--- src/hdl/obtl_ram.sv ---
module obtl_ram #(
  parameter int WIDTH = 8,
  parameter int DEPTH = 16
) (
  input  logic                     clk,
  input  logic                     we,
  input  logic [$clog2(DEPTH)-1:0] waddr,
  input  logic [WIDTH-1:0]         wdata,
  input  logic [$clog2(DEPTH)-1:0] raddr,
  output logic [WIDTH-1:0]         rdata
);

  logic [WIDTH-1:0] mem [DEPTH];

  always_ff @(posedge clk) begin
    if (we) begin
      mem[waddr] <= wdata;
    end
    rdata <= mem[raddr];
  end

endmodule

--- config.mk ---
export PLATFORM = sky130hd
export DESIGN_NAME = obtl_ram
export DESIGN_NICKNAME = d
export VERILOG_FILES = /design/src/hdl/obtl_ram.sv
export SDC_FILE = /design/constraint.sdc
export NUM_CORES = 1
export LEC_CHECK = 0
export BUFFER_PORTS_ARGS = -buffer_cell sky130_fd_sc_hd__buf_4
export CAP_MARGIN = 10
export CORE_UTILIZATION = 65
export DETAILED_ROUTE_END_ITERATION = 8
export PLACE_DENSITY = 0.84
export SYNTH_ARGS = -nofsm -noshare
export SYNTH_HDL_FRONTEND = slang
export SYNTH_SLANG_ARGS = --single-unit
--- constraint.sdc ---
create_clock -name clk -period 3.6 [get_ports clk]
set_input_delay 0.36 -clock clk [delete_from_list [all_inputs] [get_ports clk]]
set_output_delay 0.36 -clock clk [all_outputs]
set_load 0.05 [all_outputs]
==> summary.md, run 1 <==
| Metric | Value |
|---|---|
| Worst Hold Class | in2reg |
| Overflow after GRT | 0 |
| Critical Path RT | 3.74 ns |
| Status | complete, no violations |
| Hold_buf cts | 0 |
| Classification of the worst setup path | in2reg |
| LEAKAGE | 0.00199 uW |
| Initial Util | 67.0% |
| Max Fanout on Critical Path | 8 |
| Post-synth top area cell | edfxtp_1 |
| Setup crit end | mem[0][2] |
| Num Clock Sinks | 136 |
| Crit. End Element | flop |
| Max-Cap Viols | 0 |
| Async SR Flop Fraction | 0% |
| Switching share of power | 22.0% |
| VDD IR max | 0.000429 V |
| Synthesized Nets | 247 |
| Main area contributors after synthesis | edfxtp_1, mux4_2, mux4_1 |
| Most common cell in the netlist | edfxtp_1 |
| Number of CTS-inserted buffers | 17 |
| First-pass GRT wire length | 14500 um |
| Antenna violations before repair | 0 |
| Setup TNS | 0 ns |
| CTS tree | built |
| Setup bufs post-CTS | 0 |
| Pre-Repair DR Iteration Count | 5 |
| Sw Pwr | 797 uW |
| Max Fclk | 572 MHz |
| CP Launch Point | waddr[2] |
| Wire per inst | 25.6 um |
| Area growth from synthesis to layout | 15.9% |
| DR iter-0 viols | 330 |
| Post-synth EDFFs | 128 |
| Layout cells sized above 1 | 27.6% |
| DIE AREA | 8280 sq um |
| Worst Setup Start Kind | input port |
| Clk buf depth | 2 |
| Post_cts resized | 0 |
| Cell variety after synth | 19 |
| Vias per inst | 6.50 |
| Root Driver | clkbuf_8 |
| Sequential Area | 4000 sq um |
| Area share of the largest cell type after synthesis | 74.7% |
| Synth Area per Inst | 22.5 sq um |
| Worst-skew pair later-pin latency | 0.53 ns |
| Final GP Congestion | 0.817 |
| CTS clk-pin slew, worst paths | 0.07 ns |
| Row cnt | 32 |
| Combinational power share | 5.6% |
| R2R Setup Slk | 2.12 ns |
| Via count | 2475 |
| Chip Width | 91.0 um |
| Setup ws final | 1.85 ns |
| Clock skew | 0.00662 ns |
| Actual slew at the worst max-slew pin | 1.15 ns |
| FF+latch count, synth | 136 |
| Cells on worst reg2reg path | 3 |
| Synth Instances | 229 |
| Synth top cells by count | edfxtp_1, mux4_2, a22oi_1, mux4_1, nor2_1 |
| Int Power | 2830 uW |
| Final-report setup violation count | 0 |
| Total Routing Usage GR | 26.1% |
| Final Max Tran Viols | 0 |
| Vias in the first global route | 2538 |
| Filler cells | 404 |
| Max-Slew Margin vs Limit | 22.6% |
| R2R Path Start | mem[1][5] |
| Pre-CTS WS | 1.35 ns |
| Minimum clock period | 1.75 ns |
| Core Region | 7690 sq um |
| H-tree depth | 4 |
| Worst path arrival time | 1.89 ns |
| Main synth FF type | edfxtp_1 |
| RSZ-0062 raised after global routing | no |
| I/O pin cnt | 26 |
| Largest net degree at the start of global routing | 33 |
| Netlist Area Pre-Place | 5150 sq um |
| Ant diodes | 0 |
| Final Net Count | 284 |
| Area of the multi-input gates | 1060 sq um |
| Port Buffers | 25 |
| Antenna viol nets, final | 0 |
| DRC viols | 0 |
| WL final | 9740 um |
| Reg2Reg Capture Point | rdata[5] |
| Hold Fails Final Rpt | 0 |
| PD cells | 608 nW/um^2 |
| Die H | 91.0 um |
| Dpl hpwl | 5360 um |
| Yosys warns | 0 |
| Register area share after synthesis | 77.8% |
| Reg power frac | 49.1% |
| Clock share of power | 45.3% |
| Final cycle utilization of the critical path | 48.5% |
-- through the flow --
stage	area, sq um	total power, uW	util [%]	cells	hold slack (ns)
2_1_floorplan	5150	1940	-	229	0.459
3_3_place_gp	5400	2010	70.2	349	0.650
3_5_place_dp	5400	2010	70.2	349	0.658
6_report	5970	3630	77.6	381	0.131
5_1_grt	5970	3710	77.6	381	0.134
4_1_cts	5970	3640	77.6	381	0.116
-- layout make-up --
class	count	area share [%]
Sequential cell	136	67.1
Multi-Input combinational cell	83	17.7
Clock buffer	17	6.94
Timing Repair Buffer	28	3.52
Tap cell	102	2.14
Clock inverter	15	2.58
-- cells in the final DEF, fill, tap and decap left out, drive strengths merged, types with 5 or more instances in the layout --
master	instances
nand2	9
nor2	13
mux4	32
buf	28
clkinvlp	5
a22oi	16
edfxtp	128
clkinv	6
dfxtp	8
clkbuf	17
-- sequential cells by signal (all words and copies together) (netlist names) --
register	flops
rdata	8
mem	128
-- cell families after synthesis --
group | after synthesis | synth area share [%]
AO/OA/AOI/OAI | 16 | 2.33
buffers and inverters | 10 | 1.68
flip-flops | 136 | 77.8
multiplexers | 32 | 15.0
AND/OR/NAND/NOR | 35 | 3.18
-- power by group through the flow --
stage | clock (uW) | combinational [uW] | sequential [uW]
after floorplan | 0 | 89.9 | 1850
after detailed placement | 0 | 199 | 1810
after CTS | 1650 | 203 | 1780
after global placement | 0 | 195 | 1810
final | 1640 | 203 | 1780
after global routing | 1710 | 214 | 1780
-- worst max-delay path, cell delays in order --
cell,delay (ns)
buf_4,0.12
or3b_2,0.51
nor3_1,0.90
-- metal layers --
metal	part of all wire [%]	wire, um	track usage (%)
met3	8.7	844	7.96
met5	0	0	0
met4	2.4	233	12.0
met2	49	4810	39.5
met1	40	3850	35.6
-- worst min-delay path by stage --
| stage | startpoint | to | slack (ns) | cells past startpoint |
|---|---|---|---|---|
| 2_1_floorplan | wdata[0] | mem[0][0] | 0.46 | 0 |
| 3_3_place_gp | mem[15][6] | rdata[6] | 0.65 | 3 |
| 3_5_place_dp | mem[14][2] | rdata[2] | 0.66 | 3 |
| 4_1_cts | wdata[4] | mem[12][4] | 0.12 | 1 |
| 5_1_grt | wdata[4] | mem[12][4] | 0.13 | 1 |
| 6_report | wdata[4] | mem[12][4] | 0.13 | 1 |
No activity file was read; power rests on OpenSTA's default activity.
==> run 2, diff against run 1 <==
--- a/config.mk
+++ b/config.mk
@@ -5,11 +5,12 @@
 export SDC_FILE = /design/constraint.sdc
 export NUM_CORES = 1
 export LEC_CHECK = 0
+export ABC_AREA = 1
 export BUFFER_PORTS_ARGS = -buffer_cell sky130_fd_sc_hd__buf_4
 export CAP_MARGIN = 10
-export CORE_UTILIZATION = 65
+export CORE_UTILIZATION = 55
 export DETAILED_ROUTE_END_ITERATION = 8
-export PLACE_DENSITY = 0.84
+export PLACE_DENSITY = 0.75
 export SYNTH_ARGS = -nofsm -noshare
 export SYNTH_HDL_FRONTEND = slang
 export SYNTH_SLANG_ARGS = --single-unit
==> constraint.sdc (replaced) <==
create_clock -name clk -period 1.4 [get_ports clk]
set_input_delay 0.14 -clock clk [delete_from_list [all_inputs] [get_ports clk]]
set_output_delay 0.14 -clock clk [all_outputs]
set_load 0.05 [all_outputs]
==> run 2 against run 1 <==
Final cell count up 98%. Highest routed layer unchanged. Sequential share of layout area down 8.5 points. Critical endpoint is now rdata[1]. Hold slack worse by 0.093 ns. Power rose to 2.6 times the previous value.
==> summary.md, run 2 <==
| Metric | Value |
|---|---|
| Status | complete, no violations |
| Classification of the worst setup path | reg2out |
| Worst-skew pair later-pin latency | 0.54 ns (about the same) |
| Dpl hpwl | 7660 um (+43%) |
| Cell variety after synth | 12 (-7) |
| RSZ-0062 raised after global routing | no |
| Critical Path RT | 1.26 ns (-2.48 ns) |
| Hold Fails Final Rpt | 0 (unchanged) |
| CTS tree | built |
| Wire per inst | 17.3 um (-32%) |
| Largest stage delay, worst path | 0.35 ns (-0.55 ns) |
| PD cells | 1390 nW/um^2 (+130%) |
| Min Hold Slack | 0.0383 ns (-0.0926 ns) |
| Crit. End Element | output port |
| Clk buf depth | 2 (unchanged) |
| Post_cts resized | 0 (unchanged) |
| Worst path arrival time | 1.09 ns (-0.80 ns) |
| Yosys warns | 0 (unchanged) |
| Reg power frac | 48.3% (-0.8 points) |
| Sw Pwr | 2150 uW (+170%) |
| CP bufs+invs | 1 (unchanged) |
| Final GP Congestion | 0.831 (+1.7%) |
| Biggest register | mem |
| LEAKAGE | 0.00298 uW (+50%) |
| I/O pin cnt | 26 (unchanged) |
| Worst Hold Class | in2reg |
| First-pass GRT wire length | 20500 um (+42%) |
| Max Fanout on Critical Path | 1 (-7) |
| Total Routing Usage GR | 26.2% (+0.14 points) |
| Num Clock Sinks | 136 (unchanged) |
| Most common cell after layout, fill and taps aside | nand2_1 |
| Pre-Repair DR Iteration Count | 5 (unchanged) |
| Clock share of power | 44.1% (-1.2 points) |
| Via count | 3914 (+58%) |
| Most common cell in the netlist | nand2_1 |
| Most frequent cells in the layout | nand2_1, edfxtp_1, inv_1, nand3_1, buf_4 |
| Vias in the first global route | 3895 (+53%) |
| Area share of the largest cell type after synthesis | 66.7% (-8.0 points) |
| Synth Area per Inst | 10.5 sq um (-53%) |
| Post-synth EDFFs | 128 (unchanged) |
| Largest net degree at the start of global routing | 65 (+97%) |
| Final Max Tran Viols | 0 (unchanged) |
| FF+latch count, synth | 136 (unchanged) |
| Synth Instances | 551 (+140%) |
| Cell Chain, Critical Path | buf_4 |
| DRC viols | 0 (unchanged) |
| Max Fclk | 815 MHz |
| Netlist Area Pre-Place | 5770 sq um (+12%) |
| Die H | 104 um (+15%) |
| Main synth FF type | edfxtp_1 |
| Overflow after GRT | 0 (unchanged) |
| Initial Util | 56.4% (-11 points) |
| Antenna violations before repair | 0 (unchanged) |
| Post-synth top area cell | edfxtp_1 |
| Chip Width | 104 um (+15%) |
| Number of CTS-inserted buffers | 17 (unchanged) |
| Regs by FF count | mem: 128 flops, rdata: 8 flops |
| Slowest library cell on the worst path | dfxtp_1 |
| Worst Setup Start Kind | flop |
| Actual slew at the worst max-slew pin | 0.409 ns (-0.743 ns) |
| Vias per inst | 5.20 (-20%) |
| Root Driver | clkbuf_8 |
| VDD IR max | 0.000780 V (+82%) |
| Max-Slew Margin vs Limit | 72.7% (+50 points) |
| Register area share after synthesis | 69.4% (-8.4 points) |
| H-tree depth | 4 (unchanged) |
| Area growth from synthesis to layout | 18.5% |
| WL final | 13000 um (+34%) |
| Synth top cells by count | nand2_1, edfxtp_1, inv_1, nand3_1, nor2_1 |
| Hold_buf cts | 9 (+9) |
| Main area contributors after synthesis | edfxtp_1, nand2_1, nand3_1 |
| Final Net Count | 621 (+120%) |
| Max reg flops | 128 (unchanged) |
| DIE AREA | 10900 sq um (+32%) |
| Setup ws final | 0.174 ns (-1.68 ns) |
| Synthesized Nets | 569 (+130%) |
| CTS clk-pin slew, worst paths | 0.06 ns (about the same) |
| Switching share of power | 22.6% (+0.68 points) |
| Async SR Flop Fraction | 0% (unchanged) |
| Layout cells sized above 1 | 13.0% (-15 points) |
| Row cnt | 37 (+16%) |
| Clock skew | 0.00535 ns (-0.00127 ns) |
| Final-report setup violation count | 0 (unchanged) |
| Antenna viol nets, final | 0 (unchanged) |
| Finished layout cell area | 6830 sq um (+15%) |
| Post-DP Area | 6180 sq um (+14%) |
| Port Buffers | 25 (unchanged) |
| Pre-CTS WS | 0.174 ns (-1.17 ns) |
| Final cycle utilization of the critical path | 87.6% |
| DR iter-0 viols | 241 (-27%) |
| Minimum clock period | 1.23 ns |
| Int Power | 7330 uW (+160%) |
| Core Region | 10200 sq um (+33%) |
| Max-Cap Viols | 0 (unchanged) |
| Setup bufs post-CTS | 0 (unchanged) |
| Combinational power share | 7.5% (+1.9 points) |
| CP delay by family, top | flip-flops |
| Setup TNS | 0 ns (unchanged) |
run 2: layout make-up:
type	instances	area [sq um]
Multi-Input combinational cell	289	1210
Sequential cell	136	4000
Fill cell	784	3400
Timing Repair Buffer	57	500
Tap cell	136	170
Antenna cell	1	2.50
Inverter	102	383
Clock inverter	14	133
Clock buffer	18	428
run 2: logic make-up after synthesis:
kind of cell           Yosys count  synth area share (%)
AND/OR/NAND/NOR                289                  21.0
buffers and inverters          126                  9.52
flip-flops                     136                  69.4
run 2: worst paths after layout:
| check | slack, ns | to | depth (start not counted) | start |
|---|---|---|---|---|
| worst max-delay path | 0.17 | rdata[1] | 1 | rdata[1] |
| worst max register to register | 0.34 | rdata[7] | 6 | mem[3][7] |
| worst min register to register | 0.67 | rdata[2] | 6 | mem[13][2] |
| worst min-delay path | 0.04 | rdata[2] | 4 | raddr[2] |
run 2: routing by layer:
metal / global-route usage (%) / wire [um] / vias up
met1: 33.4 / 5550 / 1850
met3: 6.39 / 701 / 27
met4: 14.9 / 431 / 0
met2: 41.1 / 6360 / 162
li1: - / - / 1875
met5: 0 / 0 / -
run 2: power by group through the flow:
stage	Clock [uW]	Sequential [uW]	Combinational (uW)
2_1_floorplan	0	4750	321
3_3_place_gp	0	4660	678
3_5_place_dp	0	4660	688
4_1_cts	4220	4580	715
5_1_grt	4380	4580	771
6_report	4180	4580	712
run 2: metrics by stage:
step / total power, uW / std cells / utilization, %
after CTS: 9520 / 752 / 66.8
after floorplan: 5070 / 551 / -
after global routing: 9740 / 752 / 66.8
after detailed placement: 5350 / 711 / 60.4
after global placement: 5340 / 711 / 60.4
final: 9470 / 753 / 66.8
==> run 3, diff against run 2 <==
==> config.mk (replaced) <==
export PLATFORM = sky130hd
export DESIGN_NAME = obtl_ram
export DESIGN_NICKNAME = d
export VERILOG_FILES = /design/src/hdl/obtl_ram.sv
export SDC_FILE = /design/constraint.sdc
export NUM_CORES = 1
export LEC_CHECK = 0
export BUFFER_PORTS_ARGS = -buffer_cell sky130_fd_sc_hd__buf_4
export CAP_MARGIN = 10
export CORE_UTILIZATION = 54
export DETAILED_ROUTE_END_ITERATION = 8
export PLACE_DENSITY = 0.74
export SYNTH_ARGS = -nofsm -noshare
export SYNTH_HDL_FRONTEND = slang
export SYNTH_SLANG_ARGS = --single-unit
==> run 3 against run 2 <==
Non-clock buffer count unchanged. Hold slack improved by 0.10 ns. Power increased by 4.9%. Core utilization increased by 2.5 points. Via count decreased by 35%. Clock power increased by 14%. Fmax decreased by 9.9%. Critical endpoint is now rdata[3].
==> summary.md, run 3 (synthesis gave the netlist of run 1 again) <==
| Metric | Value |
|---|---|
| Pwr Total | 9930 uW (+4.9%) |
| I/O pin cnt | 26 (unchanged) |
| Hold Fails Final Rpt | 0 (unchanged) |
| LEAKAGE | 0.00220 uW (-26%) |
| Root Driver | clkbuf_8 |
| Dpl hpwl | 6050 um (-21%) |
| Port Buffers | 25 (unchanged) |
| Post-DP Area | 5660 sq um (-8.5%) |
| Max Fclk | 735 MHz (-9.9%) |
| Antenna violations before repair | 0 (unchanged) |
| Reg power frac | 46.1% (-2.2 points) |
| WL final | 9710 um (-26%) |
| Most common cell after layout, fill and taps aside | edfxtp_1 |
| Int Power | 7880 uW (+7.6%) |
| Layout cells sized above 1 | 34.4% (+21 points) |
| Setup ws final | 0.0389 ns (-0.135 ns) |
| Final GP Congestion | 0.741 (-11%) |
| RSZ-0062 raised after global routing | no |
| Ant diodes | 0 (-1) |
| Die H | 99.6 um (-4.6%) |
| DR iter-0 viols | 220 (-8.7%) |
| VDD IR max | 0.000692 V (-11%) |
| Wire per inst | 22.2 um (+28%) |
| Worst-skew pair later-pin latency | 0.52 ns (-0.02 ns) |
| Fin cells | 437 (-42%) |
| Via count | 2529 (-35%) |
| Combinational power share | 6.0% (-1.5 points) |
| CP delay by family, top | multiplexers |
| Slowest library cell on the worst path | mux4_1 |
| Biggest register | mem |
| Area of the multi-input gates | 1090 sq um (-10%) |
| Row cnt | 35 (-5.4%) |
| Core Region | 9240 sq um (-9.7%) |
| Regs by FF count | mem: 128 flops, rdata: 8 flops |
| Largest stage delay, worst path | 0.53 ns (+0.18 ns) |
| CTS tree | built |
| Placed cell count | 397 (-44%) |
| Max Fanout on Critical Path | 1 (unchanged) |
| CP bufs+invs | 0 (-1) |
| Vias in the first global route | 2568 (-34%) |
| Chip Width | 99.6 um (-4.6%) |
| Sw Pwr | 2050 uW (-4.6%) |
| Sequential Area | 4000 sq um (unchanged) |
| Overflow after GRT | 0 (unchanged) |
| Final Max Tran Viols | 0 (unchanged) |
| Switching share of power | 20.6% (-2.0 points) |
| Initial Util | 55.7% (-0.66 points) |
| Antenna viol nets, final | 0 (unchanged) |
| H-tree depth | 4 (unchanged) |
| Vias per inst | 5.79 (+11%) |
| Worst Hold Class | in2reg |
| Max-Cap Viols | 0 (unchanged) |
| Finished layout cell area | 6410 sq um (-6.2%) |
| Clk buf depth | 2 (unchanged) |
| Actual slew at the worst max-slew pin | 0.800 ns (+0.391 ns) |
| Number of CTS-inserted buffers | 17 (unchanged) |
| DIE AREA | 9930 sq um (-8.9%) |
| Num Clock Sinks | 136 (unchanged) |
| DRC viols | 0 (unchanged) |
| Pre-Repair DR Iteration Count | 4 (-1) |
| Final-report setup violation count | 0 (unchanged) |
| Clock share of power | 47.9% (+3.8 points) |
| Status | complete, no violations |
| PD cells | 1550 nW/um^2 (+12%) |
| Setup TNS | 0 ns (unchanged) |
| Most frequent cells in the layout | edfxtp_1, buf_4, mux4_2, clkbuf_16, mux4_1 |
| Area growth from synthesis to layout | 24.5% |
| Critical Path RT | 1.80 ns (+0.54 ns) |
| Clock skew | 0.00767 ns (+0.00232 ns) |
| Final Net Count | 313 (-50%) |
| First-pass GRT wire length | 14700 um (-28%) |
| Minimum clock period | 1.36 ns (+0.135 ns) |
| Total Routing Usage GR | 21.8% (-4.3 points) |
| Crit. End Element | flop |
| Worst path arrival time | 1.76 ns (+0.67 ns) |
| Pre-CTS WS | -0.199 ns (-0.374 ns) |
| Cell Chain, Critical Path | mux4_1 > a22oi_2 > nand2_1 |
| Largest net degree at the start of global routing | 17 (-74%) |
| Max reg flops | 128 (unchanged) |
| CTS clk-pin slew, worst paths | 0.06 ns (about the same) |
| Final cycle utilization of the critical path | 97.2% (+9.6 points) |
| Max-Slew Margin vs Limit | 46.5% (-26 points) |
| Classification of the worst setup path | reg2reg |
| Worst Setup Start Kind | flop |
| Filler cells | 554 (-29%) |
## run 3: cell count changes in the layout (fill, tap and decap cells not counted), sizes merged, moves of 2 or more
cell | previous run | this run
nand2 | 173 | 9
inv | 102 | 2
nand3 | 97 | 1
mux4 | 0 | 32
a22oi | 0 | 16
clkinv | 9 | 5
nor2 | 17 | 13
nor3 | 0 | 4
bufinv | 2 | 5
nand2b | 0 | 2
## run 3: what timing repair did
item | in CTS | in global routing
resized for setup | 3 | 3
hold buffers | 8 | 0
endpoints found under the setup margin | 3 | 2
endpoints found under the hold margin | 128 | 0
pin swaps | 0 | 0
setup buffers | 0 | 0
## run 3: final cells by class
cell class | count | share of cell area, %
timing repair buffer | 57 | 7.97
clock buffer | 17 | 6.46
multi-input combinational | 83 | 17.0
sequential | 136 | 62.5
clock inverter | 15 | 3.51
tap | 129 | 2.52
## run 3: layer usage
layer,vias to the layer above,track usage (%),wire length [um]
li1,1105,-,-
met1,1301,28.0,3780
met2,117,36.2,5130
met3,6,5.69,738
met4,0,8.48,60
met5,-,0,0
## run 3: final timing paths
kind / start / endpoint / slack, ns / depth (start not counted)
worst max-delay path: mem[9][3] / rdata[3] / 0.04 / 3
worst min-delay path: waddr[0] / mem[0][7] / 0.14 / 3
worst max register to register: mem[9][3] / rdata[3] / 0.04 / 3
worst min register to register: mem[3][1] / rdata[1] / 0.69 / 3
## run 3: per-stage QoR
stage,utilization (%),hold WS (ns)
4_1_cts,69.2,0.121
3_3_place_gp,61.2,0.447
5_1_grt,69.3,0.129
2_1_floorplan,-,0.239
3_5_place_dp,61.2,0.451
6_report,69.3,0.141
## run 3: power groups by stage
stage / combinational (uW) / sequential, uW / clock (uW)
after floorplan: 231 / 4750 / 0
after global placement: 556 / 4660 / 0
after detailed placement: 568 / 4660 / 0
after CTS: 598 / 4580 / 4800
after global routing: 632 / 4590 / 4980
final: 596 / 4580 / 4760
## run 3: tightest hold or removal path: stages
cell and delay (ns):
buf_4 0.12, nor3_2 0.04, buf_4 0.17
